--- config.mk ---
export PLATFORM = sky130hd
export DESIGN_NAME = eth_ipv4_l4_header_extractor
export DESIGN_NICKNAME = d
export VERILOG_FILES = /design/src/sv/eipl4_pkg.sv /design/src/sv/eipl4_front.sv /design/src/sv/eipl4_queue.sv /design/src/sv/eipl4_back.sv /design/src/sv/eth_ipv4_l4_header_extractor.sv
export SDC_FILE = /design/constraint.sdc
export NUM_CORES = 1
export LEC_CHECK = 0
export ABC_AREA = 1
export BUFFER_PORTS_ARGS = -buffer_cell sky130_fd_sc_hd__buf_2
export CAP_MARGIN = 20
export CORE_MARGIN = 3
export CORE_UTILIZATION = 53
export DETAILED_ROUTE_END_ITERATION = 16
export PLACE_DENSITY = 0.76
export SLEW_MARGIN = 20
export SYNTH_ARGS = -nofsm -noshare
export SYNTH_HDL_FRONTEND = slang
export SYNTH_SLANG_ARGS = --single-unit
--- constraint.sdc ---
create_clock -name clk -period 10.9 [get_ports clk]
set_clock_uncertainty 0.2 [all_clocks]
set_input_delay 1.09 -clock clk [delete_from_list [all_inputs] [get_ports clk]]
set_output_delay 1.09 -clock clk [all_outputs]
set_load 0.01 [all_outputs]
--- src/sv/eipl4_pkg.sv ---
// Shared types and constants for the Ethernet/IPv4/L4 header extractor.
package eipl4_pkg;

  localparam logic [15:0] ETHERTYPE_IPV4 = 16'h0800;
  localparam logic [7:0]  PROTO_TCP      = 8'h06;
  localparam logic [7:0]  PROTO_UDP      = 8'h11;
  localparam logic [3:0]  IP_VERSION_4   = 4'd4;

  localparam logic [2:0] ST_OK        = 3'd0;
  localparam logic [2:0] ST_SHORT     = 3'd1;
  localparam logic [2:0] ST_NOT_IPV4  = 3'd2;
  localparam logic [2:0] ST_NOT_V4    = 3'd3;
  localparam logic [2:0] ST_NOT_L4    = 3'd4;

  localparam int QUEUE_DEPTH = 2;

  // One input beat: a frame byte and its end-of-frame mark.
  typedef struct packed {
    logic [7:0] frame_byte;
    logic       last_byte;
  } byte_beat_t;

  // One result beat.
  typedef struct packed {
    logic [2:0]  status;
    logic [31:0] src_ip;
    logic [31:0] dst_ip;
    logic [15:0] l4_sport;
    logic [15:0] l4_dport;
    logic [7:0]  ip_proto;
    logic [15:0] payload_offset;
    logic [15:0] payload_len;
  } result_beat_t;

  // Everything latched for one frame, handed from the front to the back.
  typedef struct packed {
    logic [15:0] frame_len;
    logic [15:0] ether_type;
    logic [7:0]  version_ihl;
    logic [15:0] ip_total_length;
    logic [7:0]  proto;
    logic [31:0] ip_src;
    logic [31:0] ip_dst;
    logic [15:0] sport;
    logic [15:0] dport;
    logic [7:0]  tcp_offset;
  } frame_rec_t;

endpackage

--- src/sv/eipl4_front.sv ---
// Front end: counts frame bytes and latches header fields at their offsets.
module eipl4_front (
  input  logic                     clk,
  input  logic                     rst,
  input  logic                     byte_valid,
  output logic                     byte_ready,
  input  eipl4_pkg::byte_beat_t    byte_beat,
  output logic                     rec_push,
  output eipl4_pkg::frame_rec_t    rec_data,
  input  logic                     rec_full
);

  logic [15:0] byte_index, byte_index_next;
  logic [15:0] ether_type, ether_type_next;
  logic [7:0]  version_ihl, version_ihl_next;
  logic [15:0] ip_total_length, ip_total_length_next;
  logic [7:0]  proto_reg, proto_reg_next;
  logic [31:0] sip_reg, sip_reg_next;
  logic [31:0] dip_reg, dip_reg_next;
  logic [15:0] sport_reg, sport_reg_next;
  logic [15:0] dport_reg, dport_reg_next;
  logic [7:0]  tcp_offset_reg, tcp_offset_reg_next;

  logic        take;
  logic [7:0]  b;
  logic [15:0] count;
  logic [3:0]  ihl_eff;
  logic [15:0] l4;

  assign byte_ready = !rec_full;
  assign take       = byte_valid && byte_ready;
  assign b          = byte_beat.frame_byte;
  assign count      = (byte_index == 16'hffff) ? byte_index : byte_index + 16'd1;

  // The IHL byte counts for placing L4 bytes on the very beat it arrives.
  assign ihl_eff = (byte_index == 16'd14) ? b[3:0] : version_ihl[3:0];
  assign l4      = 16'd14 + {10'd0, ihl_eff, 2'b00};

  always_comb begin
    ether_type_next      = ether_type;
    version_ihl_next     = version_ihl;
    ip_total_length_next = ip_total_length;
    proto_reg_next       = proto_reg;
    sip_reg_next         = sip_reg;
    dip_reg_next         = dip_reg;
    sport_reg_next       = sport_reg;
    dport_reg_next       = dport_reg;
    tcp_offset_reg_next  = tcp_offset_reg;
    if (byte_index == 16'd12 || byte_index == 16'd13) begin
      ether_type_next = {ether_type[7:0], b};
    end
    if (byte_index == 16'd14) begin
      version_ihl_next = b;
    end
    if (byte_index == 16'd16 || byte_index == 16'd17) begin
      ip_total_length_next = {ip_total_length[7:0], b};
    end
    if (byte_index == 16'd23) begin
      proto_reg_next = b;
    end
    if (byte_index >= 16'd26 && byte_index <= 16'd29) begin
      sip_reg_next = {sip_reg[23:0], b};
    end
    if (byte_index >= 16'd30 && byte_index <= 16'd33) begin
      dip_reg_next = {dip_reg[23:0], b};
    end
    if (byte_index >= 16'd14) begin
      if (byte_index == l4 || byte_index == l4 + 16'd1) begin
        sport_reg_next = {sport_reg[7:0], b};
      end
      if (byte_index == l4 + 16'd2 || byte_index == l4 + 16'd3) begin
        dport_reg_next = {dport_reg[7:0], b};
      end
      if (byte_index == l4 + 16'd12) begin
        tcp_offset_reg_next = b;
      end
    end
    byte_index_next = count;
  end

  assign rec_push = take && byte_beat.last_byte;

  always_comb begin
    rec_data.frame_len       = count;
    rec_data.ether_type      = ether_type_next;
    rec_data.version_ihl     = version_ihl_next;
    rec_data.ip_total_length = ip_total_length_next;
    rec_data.proto           = proto_reg_next;
    rec_data.ip_src          = sip_reg_next;
    rec_data.ip_dst          = dip_reg_next;
    rec_data.sport           = sport_reg_next;
    rec_data.dport           = dport_reg_next;
    rec_data.tcp_offset      = tcp_offset_reg_next;
  end

  always_ff @(posedge clk) begin
    if (rst || rec_push) begin
      byte_index      <= '0;
      ether_type      <= '0;
      version_ihl     <= '0;
      ip_total_length <= '0;
      proto_reg       <= '0;
      sip_reg         <= '0;
      dip_reg         <= '0;
      sport_reg       <= '0;
      dport_reg       <= '0;
      tcp_offset_reg  <= '0;
    end else if (take) begin
      byte_index      <= byte_index_next;
      ether_type      <= ether_type_next;
      version_ihl     <= version_ihl_next;
      ip_total_length <= ip_total_length_next;
      proto_reg       <= proto_reg_next;
      sip_reg         <= sip_reg_next;
      dip_reg         <= dip_reg_next;
      sport_reg       <= sport_reg_next;
      dport_reg       <= dport_reg_next;
      tcp_offset_reg  <= tcp_offset_reg_next;
    end
  end

endmodule

--- src/sv/eipl4_queue.sv ---
// Two-entry register queue of frame records between front and back.
module eipl4_queue (
  input  logic                  clk,
  input  logic                  rst,
  input  logic                  push,
  input  eipl4_pkg::frame_rec_t push_data,
  output logic                  full,
  output logic                  not_empty,
  input  logic                  pop,
  output eipl4_pkg::frame_rec_t pop_data
);

  eipl4_pkg::frame_rec_t entries [eipl4_pkg::QUEUE_DEPTH];
  logic       wr_ptr;
  logic       rd_ptr;
  logic [1:0] fill;

  assign full      = (fill == 2'(eipl4_pkg::QUEUE_DEPTH));
  assign not_empty = (fill != 2'd0);
  assign pop_data  = entries[rd_ptr];

  always_ff @(posedge clk) begin
    if (push) begin
      entries[wr_ptr] <= push_data;
    end
  end

  always_ff @(posedge clk) begin
    if (rst) begin
      wr_ptr <= 1'b0;
      rd_ptr <= 1'b0;
      fill   <= 2'd0;
    end else begin
      if (push) begin
        wr_ptr <= !wr_ptr;
      end
      if (pop) begin
        rd_ptr <= !rd_ptr;
      end
      if (push && !pop) begin
        fill <= fill + 2'd1;
      end else if (pop && !push) begin
        fill <= fill - 2'd1;
      end
    end
  end

endmodule

--- src/sv/eipl4_back.sv ---
// Back end: checks a frame record, works out payload offset and length, and
// holds the result in an output register.
module eipl4_back (
  input  logic                     clk,
  input  logic                     rst,
  input  logic                     rec_valid,
  output logic                     rec_pop,
  input  eipl4_pkg::frame_rec_t    rec,
  output logic                     result_valid,
  input  logic                     result_ready,
  output eipl4_pkg::result_beat_t  result_beat
);

  logic [15:0] len;
  logic [15:0] ip_size;
  logic [15:0] l4;
  logic [15:0] need;
  logic [15:0] tcp_len;
  logic [15:0] off;
  logic [15:0] plen;
  logic [2:0]  status;
  logic        is_tcp;
  logic        is_udp;
  eipl4_pkg::result_beat_t res;

  assign len     = rec.frame_len;
  assign ip_size = {10'd0, rec.version_ihl[3:0], 2'b00};
  assign l4      = 16'd14 + ip_size;
  assign need    = 16'd14 + ((ip_size < 16'd20) ? 16'd20 : ip_size);
  assign tcp_len = {10'd0, rec.tcp_offset[7:4], 2'b00};
  assign is_tcp  = (rec.proto == eipl4_pkg::PROTO_TCP);
  assign is_udp  = (rec.proto == eipl4_pkg::PROTO_UDP);

  always_comb begin
    if (is_tcp) begin
      off  = l4 + tcp_len;
      plen = len - 16'd14 - ip_size - tcp_len;
    end else begin
      off  = l4 + 16'd8;
      plen = rec.ip_total_length - ip_size - 16'd8;
    end
  end

  // Checks in priority order; the first that fails sets the status.
  always_comb begin
    if (len < 16'd15) begin
      status = eipl4_pkg::ST_SHORT;
    end else if (rec.ether_type != eipl4_pkg::ETHERTYPE_IPV4) begin
      status = eipl4_pkg::ST_NOT_IPV4;
    end else if (rec.version_ihl[7:4] != eipl4_pkg::IP_VERSION_4) begin
      status = eipl4_pkg::ST_NOT_V4;
    end else if (len < need) begin
      status = eipl4_pkg::ST_SHORT;
    end else if (!is_tcp && !is_udp) begin
      status = eipl4_pkg::ST_NOT_L4;
    end else if (is_tcp && len < l4 + 16'd13) begin
      status = eipl4_pkg::ST_SHORT;
    end else if (is_udp && len < l4 + 16'd8) begin
      status = eipl4_pkg::ST_SHORT;
    end else if (len < off) begin
      status = eipl4_pkg::ST_SHORT;
    end else begin
      status = eipl4_pkg::ST_OK;
    end
  end

  always_comb begin
    res        = '0;
    res.status = status;
    if (status == eipl4_pkg::ST_OK) begin
      res.src_ip         = rec.ip_src;
      res.dst_ip         = rec.ip_dst;
      res.l4_sport       = rec.sport;
      res.l4_dport       = rec.dport;
      res.ip_proto       = rec.proto;
      res.payload_offset = off;
      res.payload_len    = plen;
    end
  end

  assign rec_pop = rec_valid && (!result_valid || result_ready);

  always_ff @(posedge clk) begin
    if (rst) begin
      result_valid <= 1'b0;
    end else if (rec_pop) begin
      result_valid <= 1'b1;
    end else if (result_ready) begin
      result_valid <= 1'b0;
    end
  end

  always_ff @(posedge clk) begin
    if (rec_pop) begin
      result_beat <= res;
    end
  end

endmodule

--- src/sv/eth_ipv4_l4_header_extractor.sv ---
// Top level of the Ethernet/IPv4/TCP-UDP header extractor.
//
//   Channel   Direction  Handshake                   Payload
//   byte      in         byte_valid / byte_ready     byte_beat (byte_beat_t)
//   result    out        result_valid / result_ready result_beat (result_beat_t)
//
// The front end takes one byte beat per cycle while the queue is not full,
// and latches header fields at their offsets; the L4 header is placed at
// 14 + IHL*4 bytes. On the last byte of a frame the latched fields go into
// a two-entry queue as that beat is taken, and the back end moves the
// oldest record into its output register, which drives result_valid, once
// that register is empty or its result is being taken.
// A frame of any length yields exactly one result beat.
// Reset (rst, synchronous) empties the queue and the output register and
// clears the byte count and latched fields.
// byte_ready drops only while the queue holds two frame records, which takes
// a stalled result side and at least three finished frames.
module eth_ipv4_l4_header_extractor (
  input  logic                     clk,
  input  logic                     rst,
  input  logic                     byte_valid,
  output logic                     byte_ready,
  input  eipl4_pkg::byte_beat_t    byte_beat,
  output logic                     result_valid,
  input  logic                     result_ready,
  output eipl4_pkg::result_beat_t  result_beat
);

  logic                  rec_push;
  logic                  rec_full;
  logic                  rec_valid;
  logic                  rec_pop;
  eipl4_pkg::frame_rec_t rec_in;
  eipl4_pkg::frame_rec_t rec_out;

  eipl4_front u_front (
    .clk        (clk),
    .rst        (rst),
    .byte_valid (byte_valid),
    .byte_ready (byte_ready),
    .byte_beat  (byte_beat),
    .rec_push   (rec_push),
    .rec_data   (rec_in),
    .rec_full   (rec_full)
  );

  // Frame records wait here so byte intake keeps going while results stall.
  eipl4_queue u_queue (
    .clk       (clk),
    .rst       (rst),
    .push      (rec_push),
    .push_data (rec_in),
    .full      (rec_full),
    .not_empty (rec_valid),
    .pop       (rec_pop),
    .pop_data  (rec_out)
  );

  eipl4_back u_back (
    .clk          (clk),
    .rst          (rst),
    .rec_valid    (rec_valid),
    .rec_pop      (rec_pop),
    .rec          (rec_out),
    .result_valid (result_valid),
    .result_ready (result_ready),
    .result_beat  (result_beat)
  );

endmodule

==> summary.txt <==
Run status
  – Status: finished, final reports clean

Power
  – Total power: 7840 uW
  – Maximum vdd drop: 0.150 mV
  – Psw: 2720 uW
  – Combinational share of power: 31.8%
  – PwrDens: 251 nW/um^2
  – P_int: 5120 uW
  – Sw Ratio: about a third
  – Reg power frac: between 40% and 50%
  – Clock network power share: 26.9%
  – Leakage: 0.0130 uW

Min path
  – Hold Crit Class: flip-flop to flip-flop
  – Worst hold path stage count: 1

Logic synthesis
  – Average cell area after synthesis: ~10 sq um
  – Netlist cell types: 58
  – Main area contributors after synthesis: edfxtp_1, dfxtp_1, inv_1
  – Post-synth ARST share: 0%
  – Top FF cell, synth: edfxtp_1
  – Synth Register Bits: ~630
  – Post-synthesis sequential area ratio: between 60% and 70%
  – Post-synth EDFFs: 458
  – Synth warn: 0
  – Synth top area share: 49.2%
  – Area leader, netlist: edfxtp_1
  – Mapped Area: 27900 sq um
  – Syn Inst Count: between 2000 and 3000

Setup path
  – Kind of end point of the critical path: flip-flop
  – Crit path DAT: approximately 6.6 ns
  – Crit path max fanout: 64
  – CP Launch Type: flip-flop
  – CP dominant cell by count: nand2_1
  – Slowest stage delay, CP: 0.79 ns
  – Req. time, crit path: 11.05 ns
  – Critical-path top delay cell: buf_4
  – Cell Chain, Critical Path: buf_4 > buf_4 > or2_2 > o21ai_0 > nor4_1 > nand2_1 > inv_1 > nand2_1 > nor2_1 > a21oi_1 > ha_1 > nand2_1 > inv_1 > o21ai_0 > nand3_1 > nand3_1 > nand2_1 > nand2_1 > nand2_1 > nand2_8 > buf_4 > nor2_2
  – Crit Path Category: flip-flop to flip-flop
  – FF-to-FF path depth: 22

Detailed routing
  – Residual DRC: 0
  – Routed WL: 63900 um
  – Routed Antenna Nets: 0
  – Routed vias/inst: 5.42
  – Drt wl/cell: ~18 um
  – Vias: 19200
  – DRT Pass-1 Iters: 6
  – Initial DRC Count: 1764

Cells and area
  – Most common cell after layout, fill and taps aside: edfxtp_1
  – # fillers: 4131
  – Synth-to-Final Area Change: 11.6%
  – Regs by FF count: u_queue.entries x328, u_back.result_beat x130
  – Most flops, register: u_queue.entries
  – Final #Nets: approximately 2900
  – Max FFs per register: about 330
  – Most frequent cells in the layout: edfxtp_1, inv_1, nand2_1, nor2_1, o21ai_0
  – Fraction of layout cells with a size suffix above 1: 13.7%
  – Multi-input logic area: 8830 sq um
  – Reg area: 17200 sq um

CTS
  – CTS resizes: 0
  – Root Driver: clkbuf_16
  – Worst-Skew Late Latency: ~0.63 ns
  – CTS buffer count: 61
  – Post-CTS Hold Fix Bufs: 0
  – Post-CTS setup buffer count: 0
  – Clock transition at path regs: 0.06 ns
  – CTS tree: built
  – CTS max path bufs: 3
  – # clock sinks: 628
  – H-tree depth: 2

Global routing
  – Vias in the first global route: between 15000 and 20000
  – Initial antenna violation count: 2
  – Tot GR Track Use: 22.4%
  – Pin count of the biggest net entering global routing: 165
  – Grt total ovfl: 0
  – First-pass GRT wire length: 100000 um

STA
  – Relative slew slack: approximately 29%
  – Hold Fails Final Rpt: 0
  – Slew Viols, Final: 0
  – Period utilization: 58.7%
  – F_max: 156 MHz
  – Final min period: between 6 and 7 ns
  – TNS Setup: 0 ns
  – Worst-Margin Slew: between 1 and 1.5 ns
  – Final setup viols: 0
  – RSZ-0062 raised after global routing: false

Job
  – Max Cap Violations: 0

Die
  – Area of the core: 51700 sq um
  – Row count: 83
  – Width of the die: roughly 240 um
  – Die area: 55500 sq um
  – Initial core utilization: 54.0%
  – DIE HEIGHT: 236 um
  – Top-Level Pins: 154

Placement
  – DP Wirelength: 40900 um
  – Placer Congestion: between 0.8 and 0.9
  – I/O Buffers: approximately 140
==> power groups by stage <==
stage                     Sequential [uW]  Clock [uW]  Combinational [uW]
after floorplan                      3420           0                1670
after global placement               3280           0                2400
after detailed placement             3290           0                2460
after CTS                            3240        2140                2480
after global routing                 3270        2240                2790
final                                3240        2110                2490
==> synth_stat cells (all sizes together), types with 21 or more instances <==
cell,number
inv,379
nand4,21
nand2,371
a21oi,146
dfxtp,170
o21ai,323
nor2,332
edfxtp,458
buf,55
clkbuf,74
ha,67
nand3,79
mux2i,108
or2,29
==> metal layers <==
layer / track usage (%) / part of all wire, % / up-vias
met3: 2.81 / 5.6 / 120
met4: 7.69 / 2.9 / 0
met1: 30.0 / 43 / 9207
met5: 0 / 0 / -
met2: 38.0 / 49 / 634
li1: - / - / 9271
==> area by class of cell <==
class                   instances  area share [%]
multi-input cells            1585            28.3
repair buffers                160            2.79
clock inverters                34            1.14
clock buffers                  80            5.42
flip-flops and latches        628            55.0
diodes                          1         0.00802
inverters                     381            4.58
well taps                     680            2.73
==> final timing paths <==
check,startpoint,endpoint,slack [ns]
max reg2reg,flip-flop,u_back.result_beat[58]$_SDFFCE_PP0P_,4.50
min,u_queue.rd_ptr$_SDFFE_PP0P_,u_queue.rd_ptr$_SDFFE_PP0P_,0.26
max,flip-flop,u_back.result_beat[58]$_SDFFCE_PP0P_,4.50
min reg2reg,u_queue.rd_ptr$_SDFFE_PP0P_,u_queue.rd_ptr$_SDFFE_PP0P_,0.26
==> worst max-delay path, delay by kind of cell (launching register included) <==
kind	cells	cell delay, ns
buffers and inverters	5	2.37
AOI/OAI and AO/OA	3	0.38
adders and majority gates	1	0.34
DFF	1	0.45
and+or+nand+nor	13	2.21
==> kinds of logic (layout without fill, tap and decap cells) <==
kind of cell	Yosys count	in the layout	share of synthesized area (%)
simple gates	868	868	13.7
buf+inv	510	655	7.48
mux	108	108	3.87
flops	628	628	61.4
fa+ha+maj	72	72	3.36
compound gates	498	498	9.32
other cells	1	14	0.0134
xor+xnor	26	26	0.842
==> metrics by stage <==
| stage | setup slack [ns] | area (sq um) | utilization [%] | instances | hold WS (ns) |
|---|---|---|---|---|---|
| detailed placement | 4.43 | 29100 | 56.3 | 3433 | 0.246 |
| CTS | 4.42 | 31100 | 60.2 | 3547 | 0.254 |
| global placement | 4.58 | 29100 | 56.2 | 3432 | 0.237 |
| global route | 3.87 | 31200 | 60.3 | 3548 | 0.300 |
| finish | 4.50 | 31200 | 60.3 | 3549 | 0.260 |
| floorplan | 1.74 | 28000 | - | 2723 | 0.225 |
No activity file was read; power rests on OpenSTA's default activity.
